**config.mk**
```make
export PLATFORM = sky130hd
export DESIGN_NAME = frame_allocator_page_translator_top
export DESIGN_NICKNAME = d
export VERILOG_FILES = /design/src/rtl/fapt_pkg.sv /design/src/rtl/fapt_ram.sv /design/src/rtl/frame_allocator_page_translator_top.sv
export SDC_FILE = /design/constraint.sdc
export NUM_CORES = 2
export LEC_CHECK = 0
export BUFFER_PORTS_ARGS = -buffer_cell sky130_fd_sc_hd__buf_2
export CAP_MARGIN = 15
export CELL_PAD_IN_SITES_DETAIL_PLACEMENT = 1
export CELL_PAD_IN_SITES_GLOBAL_PLACEMENT = 2
export CORE_ASPECT_RATIO = 0.8
export CORE_MARGIN = 4
export CORE_UTILIZATION = 43
export DETAILED_ROUTE_END_ITERATION = 7
export MAX_ROUTING_LAYER = met4
export PLACE_DENSITY = 0.81
export SLEW_MARGIN = 20
export SYNTH_ARGS = -nofsm -noshare
export SYNTH_HDL_FRONTEND = slang
export SYNTH_SLANG_ARGS = --single-unit
```
**constraint.sdc**
```tcl
create_clock -name clock -period 9 [get_ports clock]
set_input_delay 0.45 -clock clock [delete_from_list [all_inputs] [get_ports clock]]
set_output_delay 0.45 -clock clock [all_outputs]
set_load 0.005 [all_outputs]
```
**src/rtl/fapt_pkg.sv**
```systemverilog
// Package with the constants, codes and helper functions of the frame allocator and page translator.
`default_nettype none

package fapt_pkg;

   localparam int FRAME_COUNT = 16;
   localparam int PAGE_SLOTS  = 256;

   localparam int CMD_W    = 2;
   localparam int FRAME_W  = 4;
   localparam int PAGE_W   = 8;
   localparam int OFFSET_W = 8;
   localparam int VADDR_W  = PAGE_W + OFFSET_W;
   localparam int PADDR_W  = 16;
   localparam int STATUS_W = 2;
   localparam int USED_W   = 5;
   localparam int PPAGES_W = 9;

   localparam int FRAME_AW = $clog2(FRAME_COUNT);
   localparam int PAGE_AW  = $clog2(PAGE_SLOTS);
   localparam int CNT_W    = $clog2(FRAME_COUNT + 1);
   localparam int USED_MAX = (1 << USED_W) - 1;

   localparam int REQ_DATA_W = 32;
   localparam int RSP_DATA_W = 32;

   localparam logic [CMD_W-1:0] CMD_CLEAR     = 2'd0;
   localparam logic [CMD_W-1:0] CMD_PREOCCUPY = 2'd1;
   localparam logic [CMD_W-1:0] CMD_MAP       = 2'd2;
   localparam logic [CMD_W-1:0] CMD_TRANSLATE = 2'd3;

   localparam logic [STATUS_W-1:0] ST_OK      = 2'd0;
   localparam logic [STATUS_W-1:0] ST_NO_FREE = 2'd1;
   localparam logic [STATUS_W-1:0] ST_RANGE   = 2'd2;
   localparam logic [STATUS_W-1:0] ST_USED    = 2'd3;

   typedef struct packed {
      logic [CMD_W-1:0]    command;
      logic [FRAME_W-1:0]  frame_number;
      logic [PAGE_W-1:0]   page_number;
      logic [VADDR_W-1:0]  virtual_address;
   } req_item_type;

   function automatic logic page_in_range(input logic [PAGE_W-1:0] page,
                                          input logic [PPAGES_W-1:0] pages);
      logic [PPAGES_W-1:0] page_ext;
      logic [PPAGES_W:0]   slots;
      begin
         page_ext = PPAGES_W'(page);
         slots = (PPAGES_W + 1)'(PAGE_SLOTS);
         page_in_range = (page_ext < pages) && ({1'b0, page_ext} < slots);
      end
   endfunction

   function automatic logic [USED_W-1:0] sat_used(input logic [CNT_W-1:0] cnt);
      begin
         if (32'(cnt) > USED_MAX) begin
            sat_used = USED_W'(USED_MAX);
         end else begin
            sat_used = USED_W'(cnt);
         end
      end
   endfunction

endpackage

`default_nettype wire

```
**src/rtl/fapt_ram.sv**
```systemverilog
// Generic single-port-write, single-port-read RAM with a registered read.
`default_nettype none

module fapt_ram #(
   parameter int WIDTH = 8,
   parameter int DEPTH = 256
) (
   input  wire logic                     clock,
   input  wire logic                     wr_en,
   input  wire logic [$clog2(DEPTH)-1:0] wr_addr,
   input  wire logic [WIDTH-1:0]         wr_data,
   input  wire logic                     rd_en,
   input  wire logic [$clog2(DEPTH)-1:0] rd_addr,
   output logic      [WIDTH-1:0]         rd_data
);

   logic [WIDTH-1:0] mem [DEPTH];
   logic [WIDTH-1:0] rd_data_ff;

   always_ff @(posedge clock) begin
      if (wr_en) begin
         mem[wr_addr] <= wr_data;
      end
      if (rd_en) begin
         rd_data_ff <= mem[rd_addr];
      end
   end

   assign rd_data = rd_data_ff;

endmodule

`default_nettype wire

```
**src/rtl/frame_allocator_page_translator_top.sv**
```systemverilog
// Top level of the frame allocator and single-level page translator.
//
//   Channel  Direction  Handshake              Payload
//   req      in         req_tvalid/req_tready  tuser: command; tdata: frame, page, address
//   rsp      out        rsp_tvalid/rsp_tready  tuser: status; tdata: address, frame, count
//   csr      in         csr_valid/csr_ready    csr_data: process page count
//
// The page table RAM is read as a word is accepted; in the execute state the block
// decides, writes back and loads the result register. A new word is taken only in the idle
// state. A result held by rsp_tready low keeps the block in its execute state.
// Reset clears the frame marks, the page valid bits and the page count at once.
`default_nettype none

module frame_allocator_page_translator_top (
   input  wire logic                                clock,
   input  wire logic                                reset,
   input  wire logic                                req_tvalid,
   output logic                                     req_tready,
   // frame_number [3:0], page_number [11:4], virtual_address [27:12], zeros above
   input  wire logic [fapt_pkg::REQ_DATA_W-1:0]     req_tdata,
   // command [1:0]
   input  wire logic [fapt_pkg::CMD_W-1:0]          req_tuser,
   output logic                                     rsp_tvalid,
   input  wire logic                                rsp_tready,
   // physical_address [15:0], granted_frame [19:16], used_frames [24:20], zeros above
   output logic      [fapt_pkg::RSP_DATA_W-1:0]     rsp_tdata,
   // status [1:0]
   output logic      [fapt_pkg::STATUS_W-1:0]       rsp_tuser,
   input  wire logic                                csr_valid,
   output logic                                     csr_ready,
   input  wire logic [fapt_pkg::PPAGES_W-1:0]       csr_data
);

   import fapt_pkg::*;

   localparam logic S_IDLE = 1'b0;
   localparam logic S_EXEC = 1'b1;

   logic                      state_ff, state_in;
   req_item_type              req_item;
   req_item_type              item_ff;
   logic [PPAGES_W-1:0]       pages_ff;
   logic [FRAME_COUNT-1:0]    frame_used_ff, frame_used_in;
   logic [PAGE_SLOTS-1:0]     page_valid_ff, page_valid_in;
   logic [CNT_W-1:0]          used_cnt_ff, used_cnt_in;
   logic                      valid_rd_ff;
   logic                      rsp_valid_ff;
   logic [PADDR_W-1:0]        rsp_paddr_ff, rsp_paddr_in;
   logic [FRAME_W-1:0]        rsp_grant_ff, rsp_grant_in;
   logic [STATUS_W-1:0]       rsp_status_ff, rsp_status_in;
   logic [USED_W-1:0]         rsp_used_ff;

   logic                      req_accept;
   logic                      exec_done;
   logic [PAGE_W-1:0]         req_vpn;
   logic [FRAME_W-1:0]        ram_rd_frame;
   logic                      ram_wr_en;
   logic                      free_found;
   logic [FRAME_AW-1:0]       first_free;
   logic [FRAME_W-1:0]        fnum;

   assign req_item.command         = req_tuser;
   assign req_item.frame_number    = req_tdata[FRAME_W-1:0];
   assign req_item.page_number     = req_tdata[FRAME_W +: PAGE_W];
   assign req_item.virtual_address = req_tdata[FRAME_W + PAGE_W +: VADDR_W];

   assign req_vpn    = req_item.virtual_address[VADDR_W-1 -: PAGE_W];
   assign req_tready = (state_ff == S_IDLE);
   assign req_accept = req_tvalid && req_tready;
   assign exec_done  = (state_ff == S_EXEC) && (!rsp_valid_ff || rsp_tready);
   assign csr_ready  = 1'b1;
   assign fnum       = item_ff.frame_number;

   fapt_ram #(
      .WIDTH (FRAME_W),
      .DEPTH (PAGE_SLOTS)
   ) u_page_frame (
      .clock   (clock),
      .wr_en   (ram_wr_en),
      .wr_addr (item_ff.page_number[PAGE_AW-1:0]),
      .wr_data (FRAME_W'(first_free)),
      .rd_en   (req_accept),
      .rd_addr (req_vpn[PAGE_AW-1:0]),
      .rd_data (ram_rd_frame)
   );

   always_comb begin
      free_found = 1'b0;
      first_free = '0;
      for (int i = FRAME_COUNT - 1; i >= 0; i--) begin
         if (!frame_used_ff[i]) begin
            free_found = 1'b1;
            first_free = FRAME_AW'(i);
         end
      end
   end

   always_comb begin
      state_in      = state_ff;
      frame_used_in = frame_used_ff;
      page_valid_in = page_valid_ff;
      used_cnt_in   = used_cnt_ff;
      rsp_paddr_in  = '0;
      rsp_grant_in  = '0;
      rsp_status_in = ST_OK;
      ram_wr_en     = 1'b0;
      unique case (item_ff.command)
         CMD_CLEAR: begin
            frame_used_in = '0;
            page_valid_in = '0;
            used_cnt_in   = '0;
         end
         CMD_PREOCCUPY: begin
            if (32'(fnum) >= FRAME_COUNT) begin
               rsp_status_in = ST_RANGE;
            end else if (frame_used_ff[fnum[FRAME_AW-1:0]]) begin
               rsp_status_in = ST_USED;
            end else begin
               frame_used_in[fnum[FRAME_AW-1:0]] = 1'b1;
               used_cnt_in = used_cnt_ff + CNT_W'(1);
            end
         end
         CMD_MAP: begin
            if (!page_in_range(item_ff.page_number, pages_ff)) begin
               rsp_status_in = ST_RANGE;
            end else if (!free_found) begin
               rsp_status_in = ST_NO_FREE;
            end else begin
               frame_used_in[first_free] = 1'b1;
               page_valid_in[item_ff.page_number[PAGE_AW-1:0]] = 1'b1;
               used_cnt_in  = used_cnt_ff + CNT_W'(1);
               rsp_grant_in = FRAME_W'(first_free);
               ram_wr_en    = exec_done;
            end
         end
         CMD_TRANSLATE: begin
            if (!page_in_range(item_ff.virtual_address[VADDR_W-1 -: PAGE_W], pages_ff)
                || !valid_rd_ff) begin
               rsp_status_in = ST_RANGE;
            end else begin
               rsp_paddr_in = PADDR_W'({ram_rd_frame,
                                        item_ff.virtual_address[OFFSET_W-1:0]});
            end
         end
         default: begin
            rsp_status_in = ST_OK;
         end
      endcase
      unique case (state_ff)
         S_IDLE: begin
            if (req_accept) begin
               state_in = S_EXEC;
            end
         end
         S_EXEC: begin
            if (exec_done) begin
               state_in = S_IDLE;
            end
         end
         default: begin
            state_in = S_IDLE;
         end
      endcase
   end

   always_ff @(posedge clock) begin
      if (reset) begin
         state_ff      <= S_IDLE;
         pages_ff      <= '0;
         frame_used_ff <= '0;
         page_valid_ff <= '0;
         used_cnt_ff   <= '0;
         rsp_valid_ff  <= 1'b0;
      end else begin
         state_ff <= state_in;
         if (csr_valid && csr_ready) begin
            pages_ff <= csr_data;
         end
         if (exec_done) begin
            frame_used_ff <= frame_used_in;
            page_valid_ff <= page_valid_in;
            used_cnt_ff   <= used_cnt_in;
            rsp_valid_ff  <= 1'b1;
         end else if (rsp_tready) begin
            rsp_valid_ff  <= 1'b0;
         end
      end
   end

   always_ff @(posedge clock) begin
      if (req_accept) begin
         item_ff     <= req_item;
         valid_rd_ff <= page_valid_ff[req_vpn[PAGE_AW-1:0]];
      end
      if (exec_done) begin
         rsp_paddr_ff  <= rsp_paddr_in;
         rsp_grant_ff  <= rsp_grant_in;
         rsp_status_ff <= rsp_status_in;
         rsp_used_ff   <= sat_used(used_cnt_in);
      end
   end

   assign rsp_tvalid = rsp_valid_ff;
   assign rsp_tuser  = rsp_status_ff;
   assign rsp_tdata  = RSP_DATA_W'({rsp_used_ff, rsp_grant_ff, rsp_paddr_ff});

`ifndef SYNTHESIS
   a_used_bound: assert property (@(posedge clock) disable iff (reset)
      32'(used_cnt_ff) <= FRAME_COUNT)
      else $error("used frame count exceeds the number of frames");

   a_count_matches: assert property (@(posedge clock) disable iff (reset)
      32'(used_cnt_ff) == $countones(frame_used_ff))
      else $error("used frame count disagrees with the frame marks");

   a_accept_exec: assert property (@(posedge clock) disable iff (reset)
      req_accept |=> (state_ff == S_EXEC))
      else $error("accepted word did not enter the execute state");

   a_clear_result: assert property (@(posedge clock) disable iff (reset)
      (exec_done && item_ff.command == CMD_CLEAR) |=>
         (rsp_used_ff == '0 && frame_used_ff == '0 && page_valid_ff == '0))
      else $error("clear left frames or pages in use");
`endif

endmodule

`default_nettype wire

```
==> results.yml <==
status:
  status: "finished, final reports clean"
route:
  drt-total-wl_um: 148300
  drtAntennaViolNets: 0
  drc_errors: 0
  wire_per_inst_um: 27.82
  via_per_inst: 5.928
  dr_total_vias: 31600
  drt_iter0_markers: 3439
  drt_pass1_iterations: 6
timing:
  fin_skew_ns: 0.02642
  setup_ws_ns: 4.401
  period_minus_slack_ns: 4.599
  rsz0062_at_grt: "false"
  final-hold-violation-count: 0
  fin_setup_tns_ns: 0
  slew_viol_final: 0
  finalCritPeriodShare: 0.5110
  fmax_mhz: 217.4
  setup_viol: 0
  worst_pin_slew_ns: 1.151
  relSlewSlack: 0.2309
  holdWs_ns: 0.1042
worst_hold_path:
  min_from: "req_tdata[26]"
  min_path_cells: 1
  hp-class: "in2reg"
  holdPathEnd: "item_ff[14]"
setup_path:
  worstReg2RegStart: "item_ff[20]"
  crit_type: "reg2reg"
  cp.required_ns: 9.40
  path_max_fanout: 16
  crit_arrival_ns: 5.00
  endpoint_kind: "register"
  rr_worst_depth: 8
  cp-start-kind: "register"
  rrSetupSlack_ns: 4.40
  reg2reg_to: "u_page_frame.mem[171][1]"
die:
  initial_core_util: 0.4344
  dieWidth_um: 406.2
  core_um2: 125500
  num_rows: 116
  io_pins: 85
  die_y_um: 326.5
  die_area_um2: 132600
yosys:
  synth_enable_flop_cells: 1082
  ys_async_sr_fraction: 0
  netlist.area_leader.share: 0.5958
  yosysTopAreaCell: "edfxtp_1"
  synthTopCellsByArea: "edfxtp_1 (60%), mux4_2 (12%), dfxtp_1 (11%), nand2_1 (2.7%), o21ai_0 (2.6%)"
  synth-seq-cells: 1370
  synth_cell_types: 64
  yosysWarnings: 0
  netlist_area_um2: 54530
  syn_area_per_cell_um2: 15.56
  ys_seq_area_frac: 0.7015
  syn_inst: 3504
  synth_flop_cell: "edfxtp_1"
cells_and_area:
  regArea_um2: 38260
  syn2layout_area_growth_pct: 12.08
  multi_input_area_um2: 15160
  final_common_cell: "edfxtp_1"
  final_cell_mix: "edfxtp_1 (1082), nand2_1 (378), nor2_1 (324)"
  nNetsFinal: 3635
  final.fill_count: 11890
  drive_above_1_share: 0.1741
global_routing:
  use_met2: 0.3365
  globalRoute.busiestLayer: "met2"
  grt_pass1_wl_um: 220400
  grt_pass1_vias: 32680
  use_met3: 0.04912
  globalRouteOverflowTotal: 0
  gr-usage-met1: 0.3289
  antenna_found_initial: 5
  grt_start_max_net_pins: 216
  grt_use_total: 0.2299
place:
  dp_hpwl_um: 88370
  place_ws_ns: 4.470
  io_buffers: 68
  gp_congestion: 0.8183
clocking:
  h-tree-depth: 4
  clock_latency_ns: 0.77
  clk_path_buf_depth: 3
  cts_tree: "yes"
  path_clk_slew_ns: 0.06
  post_cts_resized: 0
  cts_buffers: 138
  root_buffer: "clkbuf_16"
  cts.sinks: 1370
power:
  pwr_density_cell_nw_per_um2: 212.3
  ir_drop_uv: 132.6
  p_leak_uw: 0.01823
job:
  maxCapViolCount: 0
==> per-layer routing <==
metal | vias to the layer above | part of all wire | wire length (um)
li1 | 13640 | - | -
met1 | 16490 | 0.44 | 65160
met2 | 1245 | 0.45 | 67460
met3 | 217 | 0.085 | 12560
met4 | 0 | 0.021 | 3082
met5 | - | 0 | 0
==> state kept, by name (all words and copies together), names as in the netlist <==
name / count
fnum: 4
frame_used_ff: 16
item_ff: 26
page_valid_ff: 256
pages_ff: 9
rsp_grant_ff: 4
rsp_paddr_ff: 12
rsp_tuser: 2
rsp_tvalid: 1
rsp_used_ff: 5
state_ff: 1
u_page_frame.mem: 1024
u_page_frame.rd_data: 4
used_cnt_ff: 5
valid_rd_ff: 1
==> metrics by stage <==
stage          instance area [um2]  power, uW  cells    util
2_1_floorplan                54570       7242   3514       -
3_3_place_gp                 56310       7399   5045  0.4486
3_5_place_dp                 56310       7410   5045  0.4486
4_1_cts                      61100      13080   5327  0.4866
5_1_grt                      61120      13390   5330  0.4869
6_report                     61120      12980   5330  0.4869
==> critical path: stages, from the launching register on <==
cell,delay [ns]
edfxtp_1,0.99
ha_1,0.38
a211o_1,0.31
o211ai_1,0.11
o211a_1,0.27
o21bai_2,0.22
nor3_1,0.59
nand2_2,0.74
nor2_1,0.60
==> cell families after synthesis <==
family / count (synthesis) / synth area share
AOI/OAI and AO/OA: 553 / 0.06158
adders and majority gates: 20 / 0.004589
buffers and inverters: 256 / 0.02262
DFF: 1370 / 0.7015
muxes: 414 / 0.1406
other: 2 / 0.0001377
and+or+nand+nor: 889 / 0.06888
==> synthesized netlist by cell type (all sizes together), types with 3 or more instances <==
| cell type | instances |
|---|---|
| edfxtp | 1082 |
| nand2 | 390 |
| nor2 | 327 |
| dfxtp | 288 |
| o21ai | 288 |
| mux4 | 280 |
| clkbuf | 144 |
| mux2i | 116 |
| buf | 89 |
| o22ai | 75 |
| a21oi | 41 |
| nand3 | 37 |
| nand2b | 33 |
| a211oi | 32 |
| o221ai | 27 |
| inv | 23 |
| ha | 20 |
| and2 | 19 |
| o211ai | 19 |
| mux2 | 18 |
| nor3 | 17 |
| nor2b | 16 |
| a22oi | 11 |
| a22o | 9 |
| nor4 | 9 |
| a221oi | 8 |
| nand4 | 8 |
| a31oi | 5 |
| nand3b | 5 |
| o32a | 5 |
| or2 | 5 |
| a221o | 4 |
| or3 | 4 |
| or4 | 4 |
| a211o | 3 |
| a21o | 3 |
| a41oi | 3 |
| and3 | 3 |
| and4 | 3 |
| nor3b | 3 |
| o311ai | 3 |
==> power by group <==
group	switching (uW)	leakage, uW	internal, uW	total (uW)
Sequential	24.8	0.0113	6780	6800
Combinational	334	0.00472	151	485
Clock	2450	0.00217	3240	5690
Total	2810	0.0182	10200	13000
==> repair_timing <==
item,in CTS,in global routing
endpoints found under the hold margin,33,0
setup buffers,0,0
hold buffers,33,0
==> final cells by class <==
type                    instances  share of cell area
clock buffers                 182             0.06192
repair buffers                146             0.01769
diodes                          2          0.00008188
inverters                      23            0.001658
clock inverters                67             0.01091
well taps                    1652             0.03382
multi-input cells            1888              0.2480
flip-flops and latches       1370              0.6259
==> worst max-delay path by stage <==
stage                     start                       end  slack, ns  cells past startpoint
4_1_cts             item_ff[20]  u_page_frame.mem[171][2]       4.45                      8
3_5_place_dp        item_ff[20]  u_page_frame.mem[163][1]       4.47                      8
2_1_floorplan  frame_used_ff[2]    u_page_frame.mem[0][0]       0.83                      4
3_3_place_gp        item_ff[20]  u_page_frame.mem[167][0]       4.59                      8
6_report            item_ff[20]  u_page_frame.mem[171][1]       4.40                      8
5_1_grt             item_ff[20]  u_page_frame.mem[171][0]       4.29                      8
No activity file was read; power rests on OpenSTA's default activity.
